[src/rtl/adfpc_pkg.sv]
// Shared types and constants for the advertising data filter with peer cache.
package adfpc_pkg;

    localparam int CACHE_ENTRIES_DEF = 8;
    localparam int NAME_BYTES_DEF    = 8;
    localparam int FIFO_DEPTH        = 4;

    localparam logic [7:0] AD_NAME_SHORT = 8'h08;
    localparam logic [7:0] AD_NAME_FULL  = 8'h09;
    localparam logic [7:0] AD_SVC_PART   = 8'h02;
    localparam logic [7:0] AD_SVC_FULL   = 8'h03;

    localparam logic       REQ_DATA  = 1'b0;
    localparam logic       REQ_CLEAR = 1'b1;

    localparam logic [1:0] REG_TARGET_NAME = 2'd0;
    localparam logic [1:0] REG_NAME_LENGTH = 2'd1;
    localparam logic [1:0] REG_SERVICE_ID  = 2'd2;

    typedef struct packed {
        logic        req_type;
        logic [7:0]  adv_byte;
        logic        last_byte;
        logic [47:0] peer_address;
        logic [1:0]  address_kind;
    } t_in_item;

    typedef struct packed {
        logic       name_found;
        logic       service_found;
        logic [2:0] slot_index;
        logic       slot_evicted;
        logic       name_seen_flag;
        logic       service_seen_flag;
        logic       connect_candidate;
    } t_out_item;

    // Classified work passed from parser to cache.
    typedef struct packed {
        logic        clear;
        logic        name_hit;
        logic        service_hit;
        logic [49:0] key;
    } t_cmd;

endpackage

[src/rtl/adfpc_parser.sv]
// Front part: parses report bytes and emits one cache command per report end or clear.
module adfpc_parser #(
    parameter int NAME_BYTES = adfpc_pkg::NAME_BYTES_DEF
) (
    input  logic               i_clk,
    input  logic               i_rst_n,
    input  logic               i_valid,
    input  adfpc_pkg::t_in_item i_item,
    input  logic [63:0]        i_target_name,
    input  logic [3:0]         i_name_length,
    input  logic [15:0]        i_service_id,
    output logic               o_cmd_valid,
    output adfpc_pkg::t_cmd    o_cmd
);

    logic [7:0] r_pos, n_pos;
    logic [7:0] r_hdr, n_hdr;
    logic [7:0] r_len, n_len;
    logic [7:0] r_kind, n_kind;
    logic       r_stop, n_stop;
    logic       r_nok, n_nok;
    logic [7:0] r_low, n_low;
    logic       r_psvc, n_psvc;
    logic       r_nhit, n_nhit;
    logic       r_shit, n_shit;

    logic [7:0] v;
    logic [7:0] b;
    logic [7:0] tb;
    logic       name_hit, svc_hit;

    assign b = i_item.adv_byte;

    always_comb begin
        n_pos  = r_pos;
        n_hdr  = r_hdr;
        n_len  = r_len;
        n_kind = r_kind;
        n_stop = r_stop;
        n_nok  = r_nok;
        n_low  = r_low;
        n_psvc = r_psvc;
        n_nhit = r_nhit;
        n_shit = r_shit;
        v      = r_pos - r_hdr - 8'd2;
        tb     = i_target_name[{v[2:0], 3'b000} +: 8];
        if (r_pos != 8'd255 && !r_stop) begin
            if (r_pos == r_hdr) begin
                if (b == 8'd0) n_stop = 1'b1;
                else           n_len  = b;
            end else begin
                if (r_pos == r_hdr + 8'd1) begin
                    n_kind = b;
                    n_nok  = 1'b1;
                    n_psvc = 1'b0;
                    n_low  = 8'd0;
                end else begin
                    if (v < 8'(NAME_BYTES) && tb != b) n_nok = 1'b0;
                    if (!v[0])                              n_low  = b;
                    else if ({b, r_low} == i_service_id)    n_psvc = 1'b1;
                end
                if (r_pos == r_hdr + r_len) begin
                    if ((n_kind == adfpc_pkg::AD_NAME_SHORT ||
                         n_kind == adfpc_pkg::AD_NAME_FULL) && n_nok &&
                        i_name_length <= 4'(NAME_BYTES) &&
                        r_len - 8'd1 == {4'd0, i_name_length})
                        n_nhit = 1'b1;
                    if ((n_kind == adfpc_pkg::AD_SVC_PART ||
                         n_kind == adfpc_pkg::AD_SVC_FULL) && n_psvc)
                        n_shit = 1'b1;
                    n_hdr = r_pos + 8'd1;
                end
            end
        end
        if (r_pos != 8'd255) n_pos = r_pos + 8'd1;
        name_hit = n_nhit;
        svc_hit  = n_shit;
    end

    assign o_cmd_valid = i_valid &&
                         (i_item.req_type == adfpc_pkg::REQ_CLEAR || i_item.last_byte);
    assign o_cmd.clear       = (i_item.req_type == adfpc_pkg::REQ_CLEAR);
    assign o_cmd.name_hit    = name_hit;
    assign o_cmd.service_hit = svc_hit;
    assign o_cmd.key         = {i_item.address_kind, i_item.peer_address};

    always_ff @(posedge i_clk) begin
        if (!i_rst_n || (i_valid && (i_item.req_type == adfpc_pkg::REQ_CLEAR ||
                                     i_item.last_byte))) begin
            r_pos  <= 8'd0;
            r_hdr  <= 8'd0;
            r_len  <= 8'd0;
            r_kind <= 8'd0;
            r_stop <= 1'b0;
            r_nok  <= 1'b1;
            r_low  <= 8'd0;
            r_psvc <= 1'b0;
            r_nhit <= 1'b0;
            r_shit <= 1'b0;
        end else if (i_valid) begin
            r_pos  <= n_pos;
            r_hdr  <= n_hdr;
            r_len  <= n_len;
            r_kind <= n_kind;
            r_stop <= n_stop;
            r_nok  <= n_nok;
            r_low  <= n_low;
            r_psvc <= n_psvc;
            r_nhit <= n_nhit;
            r_shit <= n_shit;
        end
    end

endmodule

[src/rtl/adfpc_fifo.sv]
// Small register queue used between parser and cache, and on the result side.
module adfpc_fifo #(
    parameter int WIDTH = 8,
    parameter int DEPTH = adfpc_pkg::FIFO_DEPTH
) (
    input  logic             i_clk,
    input  logic             i_rst_n,
    input  logic             i_push,
    input  logic [WIDTH-1:0] i_data,
    output logic             o_full,
    input  logic             i_pop,
    output logic             o_empty,
    output logic [WIDTH-1:0] o_data
);

    localparam int AW = (DEPTH > 1) ? $clog2(DEPTH) : 1;

    logic [WIDTH-1:0] r_mem [DEPTH];
    logic [AW-1:0]    r_wp, r_rp;
    logic [AW:0]      r_cnt;
    logic             do_push, do_pop;

    assign o_full  = (r_cnt == (AW+1)'(DEPTH));
    assign o_empty = (r_cnt == '0);
    assign do_push = i_push && !o_full;
    assign do_pop  = i_pop && !o_empty;
    assign o_data  = r_mem[r_rp];

    always_ff @(posedge i_clk) begin
        if (do_push) r_mem[r_wp] <= i_data;
    end

    always_ff @(posedge i_clk) begin
        if (!i_rst_n) begin
            r_wp  <= '0;
            r_rp  <= '0;
            r_cnt <= '0;
        end else begin
            if (do_push) r_wp <= (r_wp == AW'(DEPTH-1)) ? '0 : r_wp + AW'(1);
            if (do_pop)  r_rp <= (r_rp == AW'(DEPTH-1)) ? '0 : r_rp + AW'(1);
            r_cnt <= r_cnt + (AW+1)'(do_push) - (AW+1)'(do_pop);
        end
    end

endmodule

[src/rtl/adfpc_cache.sv]
// Back part: peer cache lookup, allocation and flag update.
module adfpc_cache #(
    parameter int CACHE_ENTRIES = adfpc_pkg::CACHE_ENTRIES_DEF
) (
    input  logic                 i_clk,
    input  logic                 i_rst_n,
    input  logic                 i_valid,
    input  adfpc_pkg::t_cmd      i_cmd,
    output logic                 o_res_valid,
    output adfpc_pkg::t_out_item o_res
);

    localparam int IW = (CACHE_ENTRIES > 1) ? $clog2(CACHE_ENTRIES) : 1;

    logic [CACHE_ENTRIES-1:0] r_valid, r_nseen, r_sseen;
    logic [49:0]              r_addr [CACHE_ENTRIES];

    logic          found, free_found, any_hit, evict, ns, ss;
    logic [IW-1:0] hit_slot, open_slot, slot;

    always_comb begin
        found      = 1'b0;
        free_found = 1'b0;
        hit_slot   = '0;
        open_slot  = '0;
        for (int i = CACHE_ENTRIES - 1; i >= 0; i--) begin
            if (r_valid[i] && r_addr[i] == i_cmd.key) begin
                found    = 1'b1;
                hit_slot = IW'(i);
            end
            if (!r_valid[i]) begin
                free_found = 1'b1;
                open_slot  = IW'(i);
            end
        end
        any_hit = i_cmd.name_hit || i_cmd.service_hit;
        evict   = !found && !free_found;
        slot    = found ? hit_slot : (free_found ? open_slot : '0);
        ns      = (found && r_nseen[slot]) || i_cmd.name_hit;
        ss      = (found && r_sseen[slot]) || i_cmd.service_hit;
    end

    assign o_res_valid = i_valid && !i_cmd.clear;

    always_comb begin
        o_res = '0;
        if (any_hit) begin
            o_res.name_found        = i_cmd.name_hit;
            o_res.service_found     = i_cmd.service_hit;
            o_res.slot_index        = 3'(slot);
            o_res.slot_evicted      = evict;
            o_res.name_seen_flag    = ns;
            o_res.service_seen_flag = ss;
            o_res.connect_candidate = ns && ss;
        end
    end

    always_ff @(posedge i_clk) begin
        if (i_valid && !i_cmd.clear && any_hit && !found) r_addr[slot] <= i_cmd.key;
    end

    always_ff @(posedge i_clk) begin
        if (!i_rst_n || (i_valid && i_cmd.clear)) begin
            r_valid <= '0;
            r_nseen <= '0;
            r_sseen <= '0;
        end else if (i_valid && any_hit) begin
            r_valid[slot] <= 1'b1;
            r_nseen[slot] <= ns;
            r_sseen[slot] <= ss;
        end
    end

endmodule

[src/rtl/adv_data_filter_with_peer_cache_unit.sv]
// Advertising data filter: parses report bytes one per cycle while full is low, updates a peer cache.
// Throughput: one byte per cycle unless full is high, which the command queue raises when it fills.
// A report's command is registered in the command queue, then its cache result in the result queue.
// Command and result queues hold four entries each; full rises only when both back up.
// Reset (synchronous, active low) clears parser, cache valid/flags, queues and registers.
module adv_data_filter_with_peer_cache_unit #(
    parameter int CACHE_ENTRIES = adfpc_pkg::CACHE_ENTRIES_DEF,
    parameter int NAME_BYTES    = adfpc_pkg::NAME_BYTES_DEF
) (
    input  logic                 i_clk,
    input  logic                 i_rst_n,
    input  logic                 push,
    output logic                 full,
    input  adfpc_pkg::t_in_item  i_item,
    output logic                 empty,
    input  logic                 pop,
    output adfpc_pkg::t_out_item o_item,
    input  logic                 psel,
    input  logic                 penable,
    input  logic                 pwrite,
    input  logic [4:0]           paddr,
    input  logic [63:0]          pwdata,
    output logic [63:0]          prdata,
    output logic                 pready
);

    logic [63:0] r_name;
    logic [3:0]  r_nlen;
    logic [15:0] r_svc;
    logic [1:0]  reg_idx;

    assign pready  = 1'b1;
    assign reg_idx = paddr[4:3];

    always_ff @(posedge i_clk) begin
        if (!i_rst_n) begin
            r_name <= '0;
            r_nlen <= '0;
            r_svc  <= '0;
        end else if (psel && penable && pwrite) begin
            if (paddr[2:0] == 3'd0) begin
                unique case (reg_idx)
                    adfpc_pkg::REG_TARGET_NAME: r_name <= pwdata;
                    adfpc_pkg::REG_NAME_LENGTH: r_nlen <= pwdata[3:0];
                    adfpc_pkg::REG_SERVICE_ID:  r_svc  <= pwdata[15:0];
                    default: ;
                endcase
            end
        end
    end

    always_comb begin
        unique case (reg_idx)
            adfpc_pkg::REG_TARGET_NAME: prdata = r_name;
            adfpc_pkg::REG_NAME_LENGTH: prdata = {60'd0, r_nlen};
            adfpc_pkg::REG_SERVICE_ID:  prdata = {48'd0, r_svc};
            default:                    prdata = '0;
        endcase
    end

    logic            in_acc, cmd_v, cq_full, cq_empty, cq_pop, res_v, rq_full;
    adfpc_pkg::t_cmd cmd, cq_data;
    adfpc_pkg::t_out_item res;

    assign full   = cq_full;
    assign in_acc = push && !full;

    adfpc_parser #(.NAME_BYTES(NAME_BYTES)) u_parser (
        .i_clk, .i_rst_n, .i_valid(in_acc), .i_item,
        .i_target_name(r_name), .i_name_length(r_nlen), .i_service_id(r_svc),
        .o_cmd_valid(cmd_v), .o_cmd(cmd)
    );

    adfpc_fifo #(.WIDTH($bits(adfpc_pkg::t_cmd))) u_cmdq (
        .i_clk, .i_rst_n, .i_push(cmd_v), .i_data(cmd), .o_full(cq_full),
        .i_pop(cq_pop), .o_empty(cq_empty), .o_data(cq_data)
    );

    // Clears retire without a result; otherwise wait for result space.
    assign cq_pop = !cq_empty && (cq_data.clear || !rq_full);

    adfpc_cache #(.CACHE_ENTRIES(CACHE_ENTRIES)) u_cache (
        .i_clk, .i_rst_n, .i_valid(cq_pop), .i_cmd(cq_data),
        .o_res_valid(res_v), .o_res(res)
    );

    adfpc_fifo #(.WIDTH($bits(adfpc_pkg::t_out_item))) u_resq (
        .i_clk, .i_rst_n, .i_push(res_v), .i_data(res), .o_full(rq_full),
        .i_pop(pop), .o_empty(empty), .o_data(o_item)
    );

`ifndef SYNTHESIS
    a_no_res_overflow: assert property (@(posedge i_clk) disable iff (!i_rst_n)
        res_v |-> !rq_full) else $error("result pushed into full queue");
    a_cmd_no_loss: assert property (@(posedge i_clk) disable iff (!i_rst_n)
        cmd_v |-> !cq_full) else $error("command lost");
    a_clear_no_res: assert property (@(posedge i_clk) disable iff (!i_rst_n)
        (cq_pop && cq_data.clear) |-> !res_v) else $error("clear produced result");
`endif

endmodule

[config.mk]
export PLATFORM = sky130hd
export DESIGN_NAME = adv_data_filter_with_peer_cache_unit
export DESIGN_NICKNAME = d
export VERILOG_FILES = /design/src/rtl/adfpc_pkg.sv /design/src/rtl/adfpc_parser.sv /design/src/rtl/adfpc_fifo.sv /design/src/rtl/adfpc_cache.sv /design/src/rtl/adv_data_filter_with_peer_cache_unit.sv
export SDC_FILE = /design/constraint.sdc
export NUM_CORES = 1
export LEC_CHECK = 0
export BUFFER_PORTS_ARGS = -buffer_cell sky130_fd_sc_hd__clkbuf_2
export CAP_MARGIN = 20
export CORE_AREA = 10 10 270 272
export CTS_CLUSTER_SIZE = 25
export DETAILED_ROUTE_END_ITERATION = 12
export DIE_AREA = 0 0 280 282
export PLACE_DENSITY = 0.78
export SYNTH_ARGS = -nofsm -noshare
export SYNTH_HDL_FRONTEND = slang
export SYNTH_HIERARCHICAL = 1
export SYNTH_SLANG_ARGS = --single-unit
[constraint.sdc]
create_clock -name i_clk -period 5.6 [get_ports i_clk]
set_clock_uncertainty 0.15 [all_clocks]
set_input_delay 1.12 -clock i_clk [delete_from_list [all_inputs] [get_ports i_clk]]
set_output_delay 1.12 -clock i_clk [all_outputs]
set_load 0.1 [all_outputs]
* Word level (Yosys, flattened, before mapping) *
Memories as Yosys holds them, arrays and structs flattened. A register that Yosys moved wholly into a read port is not among the register bits.
Index checks and enable logic that the tools add are counted.

cells by class
  $add $sub $neg = 14
  $mul = 0
  divide/modulo/power cells = 0
  $lt $le $gt $ge = 4
  equality and inequality tests = 28
  shifts and indexed selects = 1
  mux-type cells = 80
  bitwise logic cells = 3
  reductions and logical operators = 65

operator list
  operator                                                               count
  50-bit equality test                                                   8
  64-bit case mux with 3 select lines                                    1
  64-bit by 7-bit indexed part select with 8-bit output                  1
  3-bit 2-to-1 mux                                                       18
  1-bit 2-to-1 mux                                                       42
  8-bit 2-to-1 mux                                                       5
  1-bit logical AND                                                      33
  8-bit equality test                                                    3
  8-bit by 1-bit adder with 8-bit output, second input constant          2
  8-bit bitwise mux                                                      2
  16-bit equality test                                                   1
  8-bit by 2-bit equality test with 1-bit output, second input constant  2
  8-bit by 4-bit equality test with 1-bit output, second input constant  2
  2-bit 2-to-1 mux                                                       8
  4-bit AND reduction                                                    4
  3-bit AND reduction                                                    4
  2-bit equality test, second input constant                             5
  1-bit logical NOT                                                      9
  3-bit logical NOT                                                      3
  1-bit logical OR                                                       9
  9-bit 2-to-1 mux                                                       1
  2-bit by 1-bit adder with 2-bit output, second input constant          4
  8-bit adder                                                            1
  8-bit by 4-bit equality test with 1-bit output                         1
  other kinds (21)                                                       26

storage, ports and cells
  register bits = 167
  latch bits = 0
  memory bits (writable) = 648
  ROM bits = 0
  bits of input ports = 136
  output and inout bits = 76
  word-level logic and storage cells = 220
  memories = 3

memory list
  memory          depth  width  read ports  clocked after Yosys merged registers in  write ports  line               RTL
  u_cache.r_addr  8      50     8           0                                        1            adfpc_cache.sv:16  logic [49:0] r_addr [CACHE_ENTRIES];
  u_cmdq.r_mem    4      53     1           1                                        1            adfpc_fifo.sv:18   logic [WIDTH-1:0] r_mem [DEPTH];
  u_resq.r_mem    4      9      1           1                                        1            adfpc_fifo.sv:18

* Longest topological paths before layout *
Gate-level depths: netlist (run 1).
An unclocked memory read counts as a cell.

  depth in word-level cells = 18
  gate-level depth with buffers = 16
  gate-level depth less buffers = 14

* Modules after synthesis *
Netlist (run 1), hierarchy kept.

by module, submodules not included
  module                                times used  cells an instance  area each (µm²)  sequential area each (µm²)
  adfpc_cache                           1           1239               18480.2          12492.0
  adfpc_fifo (u_cmdq)                   1           330                8196.6           6546.3
  adfpc_parser                          1           493                4215.3           880.8
  adv_data_filter_with_peer_cache_unit  1           446                3978.8           1681.6
  adfpc_fifo (u_resq)                   1           100                1798.0           1261.2

* Worst setup path before layout (run 1) *
OpenSTA, ideal clock, no wires.

  kind = register -> register
  start point = register (tool-made name)
  end point = memory u_cache.r_addr[7][0], enable pin
  setup time = 0.458 ns
  arrival time = 5.068 ns
  data required time = 4.992 ns
  slack = -0.076 ns
  cell stages (with the launch flop) = 15
  path buffers = 3
  period minus slack after synthesis = 5.676 ns
  cell sequence = dfxtp_1 buf_6 buf_12 mux4_2 buf_2 xor2_1 nor4_1 nand4_1 and4bb_1 a21boi_0 and2_1 nand2_1 nor3b_1 nand3_1 nor2_1

RTL lines
  item              line
  end: declaration  adfpc_cache.sv:16

==> summary.txt, run 1 <==
Register area = 0.02287 mm2
First-pass GRT wire length = 140100 um
Gpl congestion = 0.9627
Leakage power = 14.03 nW
Multi-input logic area = 0.01227 mm2
Pre-Repair DR Iteration Count = 5
Die height = 282 um
Critical path launch point type = flop
#FFs+latches synth = 818
Endpoint class of the critical path = flop
Gate power share = 30.9%
DRT iter0 DRCs = 2228
Vias in the first global route = 22398
Yosys cell types = 90
WS Path Type = flop to flop
Sequential fraction of the synthesis area = 62.35%
Power per cell area = 467.0 mW/mm2
Setup violators final = 0
Primary FF master, synth = edfxtp_1
Max cap viols = 0
# port buffers = 210
Clk pwr share = 28.7%
Post-CTS sizing = 0
Die ar. = 0.07896 mm2
GRT overflow = 0
Filler Cell Count = 5051
Slew Viols, Final = 0
WP data arrival = 5.49 ns
Placed insts = 3598
Vias = 22255
Post-synth EDFFs = 648
Synth Instances = 2608
Period minus WS final = 5.344 ns
Worst r2r path cells = 14
Flop pwr share = 40.4%
Psw = 6.398 mW
Hold Crit Class = flop to flop
Post-route antenna net violation count = 0
Async set-reset flop share out of synthesis = 0%
Worst-path clk slew = 0.06 ns
CP required = 5.75 ns
Critical Path Fanout Max = 40
Initial Utilization = 54.13%
Final Hold Viols = 0
Most used cell along the critical path = buf_12
Longest Clk Path Bufs = 3
DR WL/cell = 24.67 um
CTS Buf Count = 82
Post-CTS setup buffers = 0
Clk Latency, worst-skew pair = 0.62 ns
Slew headroom = 32.42%
RSZ-0062 raised after global routing = no
WHS = 0.3139 ns
Internal = 12.76 mW
Residual DRC = 0
CTS root buffer = clkbuf_16
Post-CTS Hold Fix Bufs = 0
Final cycle utilization of the critical path = 95.44%
Sink Count = 818
Setup_tns = 0 ns
Crit-path slowest cell = mux4_2
DIE WIDTH = 280 um
Synthesis-to-layout area growth = 11.90%
Core area = 0.06775 mm2
CP Cell Sequence = buf_12, mux4_2, buf_4, xnor2_1, o21ai_0, nor4_1, and4bb_1, a21boi_0, and2_1, nand2_1, nor3b_1, nand3_1, nor2_4, buf_12
Worst R2R Setup Slack = 0.26 ns
Layout cells sized above 1 = 18.91%
Largest net degree at the start of global routing = 109
Sw Share = 33.39%
Synth Area per Inst = 14.06 um2
Row cnt = 96
Final Power = 19.16 mW
Mapped Area = 0.03667 mm2
Post-DR vias/cell = 5.935
WL final = 92530 um
Number of H-tree levels = 3
CTS tree = built
Synthesis Warnings = 6
Boundary Pins = 212
Reg-to-Reg End = u_cache/r_addr[3][41]$_DFFE_PP_
Outcome = finished, final reports clean
Post-Layout Cell Count = 3750
Worst slew pin tran = 1.014 ns
DP Wirelength = 63320 um
Nets = 2976
Antenna violations before repair = 6
Hold_sp = u_parser/r_nhit$_SDFFE_PP0P_
CP max stage delay = 0.77 ns
Synthesized Nets = 2784
GRT Total Usage = 23.27%
CP endpoint = u_cache/r_addr[3][41]$_DFFE_PP_
VDD IR max = 0.2380 mV
Max Fclk = 187.1 MHz
==> how the worst min path moves through the flow <==
| stage | end | slack, ns | cells past startpoint |
|---|---|---|---|
| global route | r_name[57]$_SDFFE_PN0P_ | 0.34 | 2 |
| CTS | u_parser/r_nhit$_SDFFE_PP0P_ | 0.31 | 2 |
| detailed placement | u_parser/r_nhit$_SDFFE_PP0P_ | 0.30 | 2 |
| global placement | u_parser/r_nhit$_SDFFE_PP0P_ | 0.28 | 2 |
| floorplan | u_parser/r_nhit$_SDFFE_PP0P_ | 0.27 | 2 |
| finish | u_parser/r_nhit$_SDFFE_PP0P_ | 0.31 | 2 |
==> cells in the final DEF, fill, tap and decap left out, types with 21 or more instances in the layout <==
cell type / Yosys / routed
dfxtp_1: 170 / 168
nor4_1: 39 / 39
xor2_1: 81 / 81
buf_4: 79 / 77
inv_1: 65 / 65
edfxtp_1: 648 / 648
nand3_1: 44 / 44
clkbuf_2: 2 / 209
nand2_1: 226 / 226
mux2i_1: 137 / 137
and2_1: 67 / 63
o21ai_0: 26 / 26
nor3_1: 21 / 21
xnor2_1: 344 / 344
nor2b_1: 32 / 32
mux4_2: 75 / 75
ha_1: 36 / 36
nand4_1: 84 / 84
nor2_1: 92 / 84
clkbuf_16: 0 / 86
nand2b_1: 29 / 29
a21oi_1: 30 / 30
==> state kept, by name (all words and copies together), names as in the netlist, 2 cells and up, named ones only <==
| name | cells |
|---|---|
| r_name | 64 |
| r_nlen | 4 |
| r_svc | 16 |
| u_cache/r_addr | 400 |
| u_cache/r_nseen | 8 |
| u_cache/r_sseen | 8 |
| u_cache/r_valid | 8 |
| u_cmdq/r_cnt | 3 |
| u_cmdq/r_mem | 212 |
| u_cmdq/r_rp | 2 |
| u_cmdq/r_wp | 2 |
| u_parser/r_hdr | 8 |
| u_parser/r_kind | 7 |
| u_parser/r_len | 8 |
| u_parser/r_low | 8 |
| u_parser/r_pos | 8 |
| u_resq/r_cnt | 3 |
| u_resq/r_mem | 36 |
| u_resq/r_rp | 2 |
| u_resq/r_wp | 2 |
==> cell type report <==
class / instances / area share [%]
clock inverters: 42 / 1.000
multi-input cells: 1535 / 29.91
well taps: 882 / 2.690
repair buffers: 295 / 4.397
inverters: 68 / 0.6221
flip-flops and latches: 818 / 55.73
clock buffers: 108 / 5.641
diodes: 2 / 0.01220
==> per-layer routing <==
metal | GRT usage [%] | routed length (um) | up-vias
met3 | 4.732 | 7479 | 173
met5 | 0 | 13 | -
met4 | 7.609 | 2482 | 2
met1 | 30.32 | 37480 | 11259
met2 | 38.64 | 45080 | 990
li1 | - | - | 9831
==> worst max-delay path: cells and delay by family (launching register included) <==
family | cells | cell delay [ns]
flip-flops | 1 | 0.54
buffers and inverters | 3 | 0.80
XOR/XNOR | 1 | 0.14
AND/OR/NAND/NOR | 7 | 1.89
AO/OA/AOI/OAI | 2 | 0.65
multiplexers | 1 | 0.77
==> logic make-up (layout without fill, tap and decap cells) <==
logic type,Yosys count,in the layout,share of synthesized area [%]
other,1,3,0.01023
DFF,818,818,62.35
and+or+nand+nor,678,678,9.516
AOI/OAI and AO/OA,171,171,3.392
adders and majority gates,40,40,1.447
buffers and inverters,255,513,4.364
muxes,218,218,8.663
xor gates and xnor gates,427,427,10.26
==> power groups by stage <==
| stage | Clock (mW) | Combinational, mW | Sequential [mW] |
|---|---|---|---|
| CTS | 5.57 | 5.88 | 7.75 |
| global route | 5.82 | 6.28 | 7.79 |
| floorplan | 0 | 4.27 | 7.75 |
| finish | 5.50 | 5.91 | 7.74 |
| detailed placement | 0 | 5.83 | 7.87 |
| global placement | 0 | 5.69 | 7.84 |
==> cells in the mapped netlist, types with 10 or more instances <==
master / number / area [um2]
edfxtp_1: 648 / 19460
xnor2_1: 344 / 3013
nand2_1: 226 / 848.3
dfxtp_1: 170 / 3403
mux2i_1: 137 / 1371
nor2_1: 92 / 345.3
nand4_1: 84 / 525.5
xor2_1: 81 / 709.4
buf_4: 79 / 593.1
mux4_2: 75 / 1689
and2_1: 67 / 419.2
inv_1: 65 / 244.0
nand3_1: 44 / 220.2
clkbuf_1: 42 / 157.7
nor4_1: 39 / 244.0
buf_2: 38 / 190.2
ha_1: 36 / 450.4
nor2b_1: 32 / 200.2
a21oi_1: 30 / 150.1
nand2b_1: 29 / 181.4
o21ai_0: 26 / 130.1
nor3_1: 21 / 105.1
o22ai_1: 13 / 81.33
buf_12: 12 / 240.2
buf_6: 12 / 135.1
o21a_1: 12 / 90.09
o31a_1: 10 / 87.58
==> stage by stage <==
stage          setup WS, ns  cell area, um2  util (%)
3_3_place_gp         0.4347           38300     56.54
3_5_place_dp         0.3733           38300     56.54
4_1_cts              0.3357           41030     60.56
2_1_floorplan      -0.07561           36670         -
6_report             0.2556           41030     60.57
5_1_grt             0.05801           41030     60.57
Power figures use the tool's default switching activity.
==> run 2: changes to the inputs <==
- CORE_AREA: 10 10 270 272 -> 10 10 300 302
- CTS_CLUSTER_SIZE: 25 -> unset
- DIE_AREA: 0 0 280 282 -> 0 0 310 312
- PLACE_DENSITY: 0.78 -> 0.66
==> run 2 against run 1 <==
  * First-iteration DRC count down 24%
  * Critical path depth stayed put
  * Flip-flop and latch count did not move
  * Via count shrank 2.4%
  * Worst hold slack improved by 0.0086 ns
  * Sequential share of layout area fell by 0.81 points
  * Fmax rose by 1.7%
==> summary.txt, run 2 (same netlist as run 1, synthesis figures left out) <==
Outcome = finished, final reports clean
Critical path launch point type = flop
Boundary Pins = 212
Die height = 312 um
Post-route antenna net violation count = 0
RSZ-0062 raised after global routing = no
Largest net degree at the start of global routing = 105
Max cap viols = 0
Antenna violations before repair = 3
Gpl congestion = 0.8955
Vias in the first global route = 22642
Initial Utilization = 43.48%
Most frequent cells in the layout = 648 x edfxtp_1, 344 x xnor2_1, 226 x nand2_1
Hold depth = 2
Clk Latency, worst-skew pair = 0.64 ns
Final Instance Area = 0.04164 mm2
Slew headroom = 28.94%
WS Path Type = flop to flop
Final cycle utilization of the critical path = 93.86%
Final core utilization = 49.37%
CP required = 5.97 ns
Largest register FFs = 400
PnR worst setup slack = 0.3438 ns
# port buffers = 210
DP Wirelength = 65920 um
DRT iter0 DRCs = 1693
WHS = 0.3225 ns
CTS tree = built
Slew Viols, Final = 0
Post-CTS Hold Fix Bufs = 0
Post-CTS setup buffers = 0
Hold Crit Class = flop to flop
Core area = 0.08434 mm2
Setup violators final = 0
Layout cells sized above 1 = 19.50%
Post-Layout Cell Count = 3983
Die ar. = 0.09672 mm2
Largest registers = u_cache/r_addr x400, u_cmdq/r_mem x212, r_name x64
Placed Area = 0.03886 mm2
Longest Clk Path Bufs = 3
CTS root buffer = clkbuf_16
Sink Count = 818
CTS Buf Count = 81
Final Hold Viols = 0
Worst-path clk slew = 0.06 ns
WP data arrival = 5.63 ns
Number of H-tree levels = 3
Worst hold endpoint = r_name[8]$_SDFFE_PN0P_
Post-CTS sizing = 0
Pre-Repair DR Iteration Count = 5
DIE WIDTH = 310 um
Most flop-heavy register = u_cache/r_addr
Synthesis-to-layout area growth = 13.55%
Period minus WS final = 5.256 ns
Worst r2r path cells = 14
WL final = 93720 um
DR WL/cell = 23.53 um
Endpoint class of the critical path = flop
Final Power = 19.35 mW
Power per cell area = 464.7 mW/mm2
GRT Total Usage = 19.23%
Leakage power = 14.22 nW
Row cnt = 107
First-pass GRT wire length = 142300 um
Post-place setup slack = 0.2693 ns
Worst R2R Setup Slack = 0.34 ns
GRT overflow = 0
Residual DRC = 0
Ant diodes = 0
Worst slew pin tran = 1.066 ns
Max Fclk = 190.3 MHz
Setup_tns = 0 ns
Critical Path Fanout Max = 16
VDD IR max = 0.2595 mV
Vias = 21716
Hold_sp = r_name[8]$_SDFFE_PN0P_
Nets = 3003
Post-DR vias/cell = 5.452
Commonest non-fill, non-tap cell in the layout = edfxtp_1
Filler Cell Count = 7181
Reg-to-Reg End = u_cache/r_sseen[7]$_SDFFE_PP0P_
Placed insts = 3834
==> run 2: layout make-up <==
| class | instances | area [um2] | share of cell area (%) |
|---|---|---|---|
| Clock buffer | 108 | 2285 | 5.487 |
| Timing Repair Buffer | 323 | 2102 | 5.048 |
| Inverter | 68 | 255.2 | 0.6130 |
| Clock inverter | 41 | 494.2 | 1.187 |
| Sequential cell | 818 | 22870 | 54.92 |
| Tap cell | 1090 | 1364 | 3.275 |
| Multi-Input combinational cell | 1535 | 12270 | 29.47 |
==> run 2: worst max path at each step <==
stage | cells past startpoint | startpoint | end | slack [ns]
detailed placement | 14 | flop | u_cache/r_sseen[7]$_SDFFE_PP0P_ | 0.27
finish | 14 | flop | u_cache/r_sseen[7]$_SDFFE_PP0P_ | 0.34
global route | 14 | flop | u_cache/r_sseen[7]$_SDFFE_PP0P_ | 0.12
floorplan | 14 | flop | u_cache/r_addr[7][0]$_DFFE_PP_ | -0.08
CTS | 14 | flop | u_cache/r_sseen[7]$_SDFFE_PP0P_ | 0.26
global placement | 13 | flop | u_cache/r_sseen[7]$_SDFFE_PP0P_ | 0.36
==> run 2: report_power, final <==
group / leakage, nW / switching, mW / internal [mW]
clock network: 1.36 / 2.30 / 3.38
registers: 7.25 / 0.273 / 7.47
logic: 5.60 / 3.83 / 2.10
total: 14.2 / 6.40 / 12.9
==> run 2: worst max-delay path: stages, from the launching register on <==
cell	delay [ns]
dfxtp_4	0.55
buf_4	0.26
mux4_2	0.84
xnor2_1	0.28
nand4_1	0.12
nor4_1	0.54
buf_4	0.25
and4_1	0.24
o22ai_1	0.11
a311o_2	0.44
a21oi_4	0.21
mux2_4	0.31
o211a_1	0.21
and3b_1	0.29
o31a_1	0.31
==> run 2: layer usage <==
metal / vias up / track usage (%) / wire length (um)
met5: - / 0 / 41
met4: 6 / 5.301 / 1951
met3: 118 / 3.063 / 5411
met2: 689 / 32.28 / 46190
met1: 11021 / 25.58 / 40130
li1: 9882 / - / -
==> run 3: changes to the inputs <==
- ABC_AREA: unset -> 1
- CORE_AREA: 10 10 300 302 -> 10 10 324 326
- DIE_AREA: 0 0 310 312 -> 0 0 334 336
- PLACE_DENSITY: 0.66 -> 0.65
==> run 3 against run 2 <==
  * Sequential power increased by 4.9%
  * Critical endpoint is now u_cache/r_addr[2][11]$_DFFE_PP_
  * Global-route usage increased by 14 points
  * Combinational power increased to 2.5 times the previous value
  * First-iteration DRC count increased to 2.6 times the previous value
  * Fmax increased by 1.9%
  * Design area increased by 18%
  * Cell count increased by 67%
  * Total power increased by 51%
  * Register-to-register slack improved by 0.096 ns
  * Clock-buffer cell count increased by 17
  * Die area increased by 16%
==> summary.txt, run 3 <==
Post-CTS Hold Fix Bufs = 0
Post-CTS setup buffers = 0
GRT Total Usage = 33.05%
Setup violators final = 0
Synthesis-to-layout area growth = 14.20%
Most frequent cells in the layout = 1404 x nand2_1, 677 x inv_1, 648 x edfxtp_1
Max cap viols = 0
Synthesized Nets = 5199
Synth Instances = 5023
Post-CTS sizing = 0
# port buffers = 210
Initial Utilization = 43.71%
RSZ-0062 raised after global routing = no
Most common cell in the netlist = nand2_1
Critical path launch point type = flop
Longest Clk Path Bufs = 3
Slew Viols, Final = 0
Most area-consuming cells after synthesis = edfxtp_1 45%, nand2_1 12%, dfxtp_1 7.9%
#FFs+latches synth = 818
Vias = 36955
Sink Count = 818
CTS Buf Count = 92
WS Path Type = flop to flop
Sequential fraction of the synthesis area = 53.29%
VDD IR max = 0.2947 mV
Nets = 5455
CTS tree = built
Slew headroom = 25.24%
Hold Crit Class = flop to flop
Hold depth = 2
DRT iter0 DRCs = 4373
Gpl congestion = 1.075
Post-synth EDFFs = 648
Final Hold Viols = 0
Largest register FFs = 400
Period minus WS final = 5.161 ns
Hold_sp = u_parser/r_psvc$_SDFFE_PP0P_
Largest registers = u_cache/r_addr x400, u_cmdq/r_mem x212, r_name x64
Number of H-tree levels = 3
GRT overflow = 0
Die height = 336 um
WP data arrival = 5.40 ns
Final cycle utilization of the critical path = 92.15%
Primary FF master, synth = edfxtp_1
Post-DR vias/cell = 5.552
Reg-to-Reg End = u_cache/r_addr[2][11]$_DFFE_PP_
Endpoint class of the critical path = flop
DP Wirelength = 150000 um
Layout cells sized above 1 = 14.32%
Async set-reset flop share out of synthesis = 0%
Max Fclk = 193.8 MHz
Filler Cell Count = 9453
Residual DRC = 0
Core area = 0.09813 mm2
WL final = 190600 um
Row cnt = 115
Synth Area per Inst = 8.540 um2
Cell taking the most area after synthesis = edfxtp_1
Worst hold endpoint = u_parser/r_psvc$_SDFFE_PP0P_
Worst slew pin tran = 1.121 ns
DIE WIDTH = 334 um
Worst-path clk slew = 0.06 ns
Critical Path Fanout Max = 65
Setup_tns = 0 ns
Post-route antenna net violation count = 0
Die ar. = 0.1122 mm2
Antenna violations before repair = 15
Vias in the first global route = 34433
Outcome = finished, final reports clean
WHS = 0.3037 ns
Pre-Repair DR Iteration Count = 6
Power per cell area = 596.6 mW/mm2
CP required = 5.84 ns
Worst R2R Setup Slack = 0.44 ns
Yosys cell types = 62
Mapped Area = 0.04290 mm2
Largest net degree at the start of global routing = 87
Share of the synthesized area in the top cell type = 45.36%
Commonest cells in the netlist = 1404 x nand2_1, 677 x inv_1, 648 x edfxtp_1
CTS root buffer = clkbuf_16
Synthesis Warnings = 6
Leakage power = 20.84 nW
Worst r2r path cells = 20
Most flop-heavy register = u_cache/r_addr
Boundary Pins = 212
Clk Latency, worst-skew pair = 0.69 ns
DR WL/cell = 28.63 um
Commonest non-fill, non-tap cell in the layout = nand2_1
First-pass GRT wire length = 262200 um
==> run 3: cell types whose count changed after synthesis, moves of 148 or more <==
| cell | before | now |
|---|---|---|
| inv_1 | 65 | 677 |
| xnor2_1 | 344 | 98 |
| nor2_1 | 92 | 585 |
| nand3_1 | 44 | 192 |
| nand2_1 | 226 | 1404 |
| o21ai_0 | 26 | 222 |
==> run 3: critical path: stages (launching register included) <==
cell	delay, ns
dfxtp_4	0.46
inv_6	0.20
buf_4	0.29
o21ai_0	0.15
o22ai_1	0.10
buf_4	0.24
xnor2_1	0.85
nand2_1	0.30
nor2_1	0.16
nand3_1	0.10
nor2_1	0.20
nand2_2	0.18
nand2_4	0.16
inv_2	0.05
nand2_1	0.10
a21oi_4	0.07
a21oi_4	0.23
nand3_2	0.17
nor2_4	0.13
buf_12	0.23
buf_4	0.21
==> run 3: where the power goes <==
part           total, mW  internal (mW)  leakage [nW]  switching [mW]
Clock               6.14           3.58          1.50            2.56
Combinational       15.0           3.48          12.1            11.5
Sequential          8.12           7.80          7.24           0.315
Total               29.2           14.9          20.8            14.4
==> run 3: cells by family after synthesis <==
group | Yosys count | synth area share, %
AOI/OAI and AO/OA | 470 | 6.638
xor gates and xnor gates | 122 | 2.491
adders and majority gates | 40 | 1.237
buffers and inverters | 957 | 9.815
DFF | 818 | 53.29
other | 1 | 0.008742
and+or+nand+nor | 2615 | 26.52
==> run 3: cell type report <==
type                       count  area [um2]  area share, %
antenna                       12       30.03        0.06130
timing repair buffer         381        2688          5.486
multi-input combinational   3248       15960          32.59
clock buffer                 125        2595          5.297
tap                         1287        1610          3.287
inverter                     738        2793          5.701
sequential                   818       22870          46.68
clock inverter                47       441.7         0.9016
==> run 3: through the flow <==
| step | util, % | std cells | total power [mW] | worst slack (ns) | instance area, um2 |
|---|---|---|---|---|---|
| 6_report | 49.92 | 6656 | 29.23 | 0.4394 | 48990 |
| 5_1_grt | 49.89 | 6644 | 30.11 | 0.1716 | 48960 |
| 4_1_cts | 49.88 | 6643 | 28.86 | 0.5332 | 48950 |
| 3_5_place_dp | 46.79 | 6471 | 22.72 | 0.5447 | 45910 |
| 3_3_place_gp | 46.79 | 6471 | 22.80 | 0.5810 | 45910 |
| 2_1_floorplan | - | 5023 | 15.98 | 0.01134 | 42900 |
==> run 3: per-layer routing <==
metal  vias up  part of all wire [%]  global-route usage [%]
met4         8                   5.3                   15.87
met5         -                 0.028                       0
met3       293                   9.0                   6.085
met2      1917                    44                   51.01
li1      16858                     -                       -
met1     17879                    42                   44.56
==> run 3: worst max path at each step <==
stage	cells after the start	from	slack [ns]	end
global route	29	flop	0.17	u_cache/r_sseen[7]$_SDFFE_PP0P_
detailed placement	25	flop	0.54	u_cache/r_addr[2][17]$_DFFE_PP_
floorplan	23	flop	0.01	u_cache/r_addr[5][0]$_DFFE_PP_
CTS	25	flop	0.53	u_cache/r_addr[2][33]$_DFFE_PP_
finish	20	flop	0.44	u_cache/r_addr[2][11]$_DFFE_PP_
global placement	22	flop	0.58	u_cache/r_addr[2][15]$_DFFE_PP_
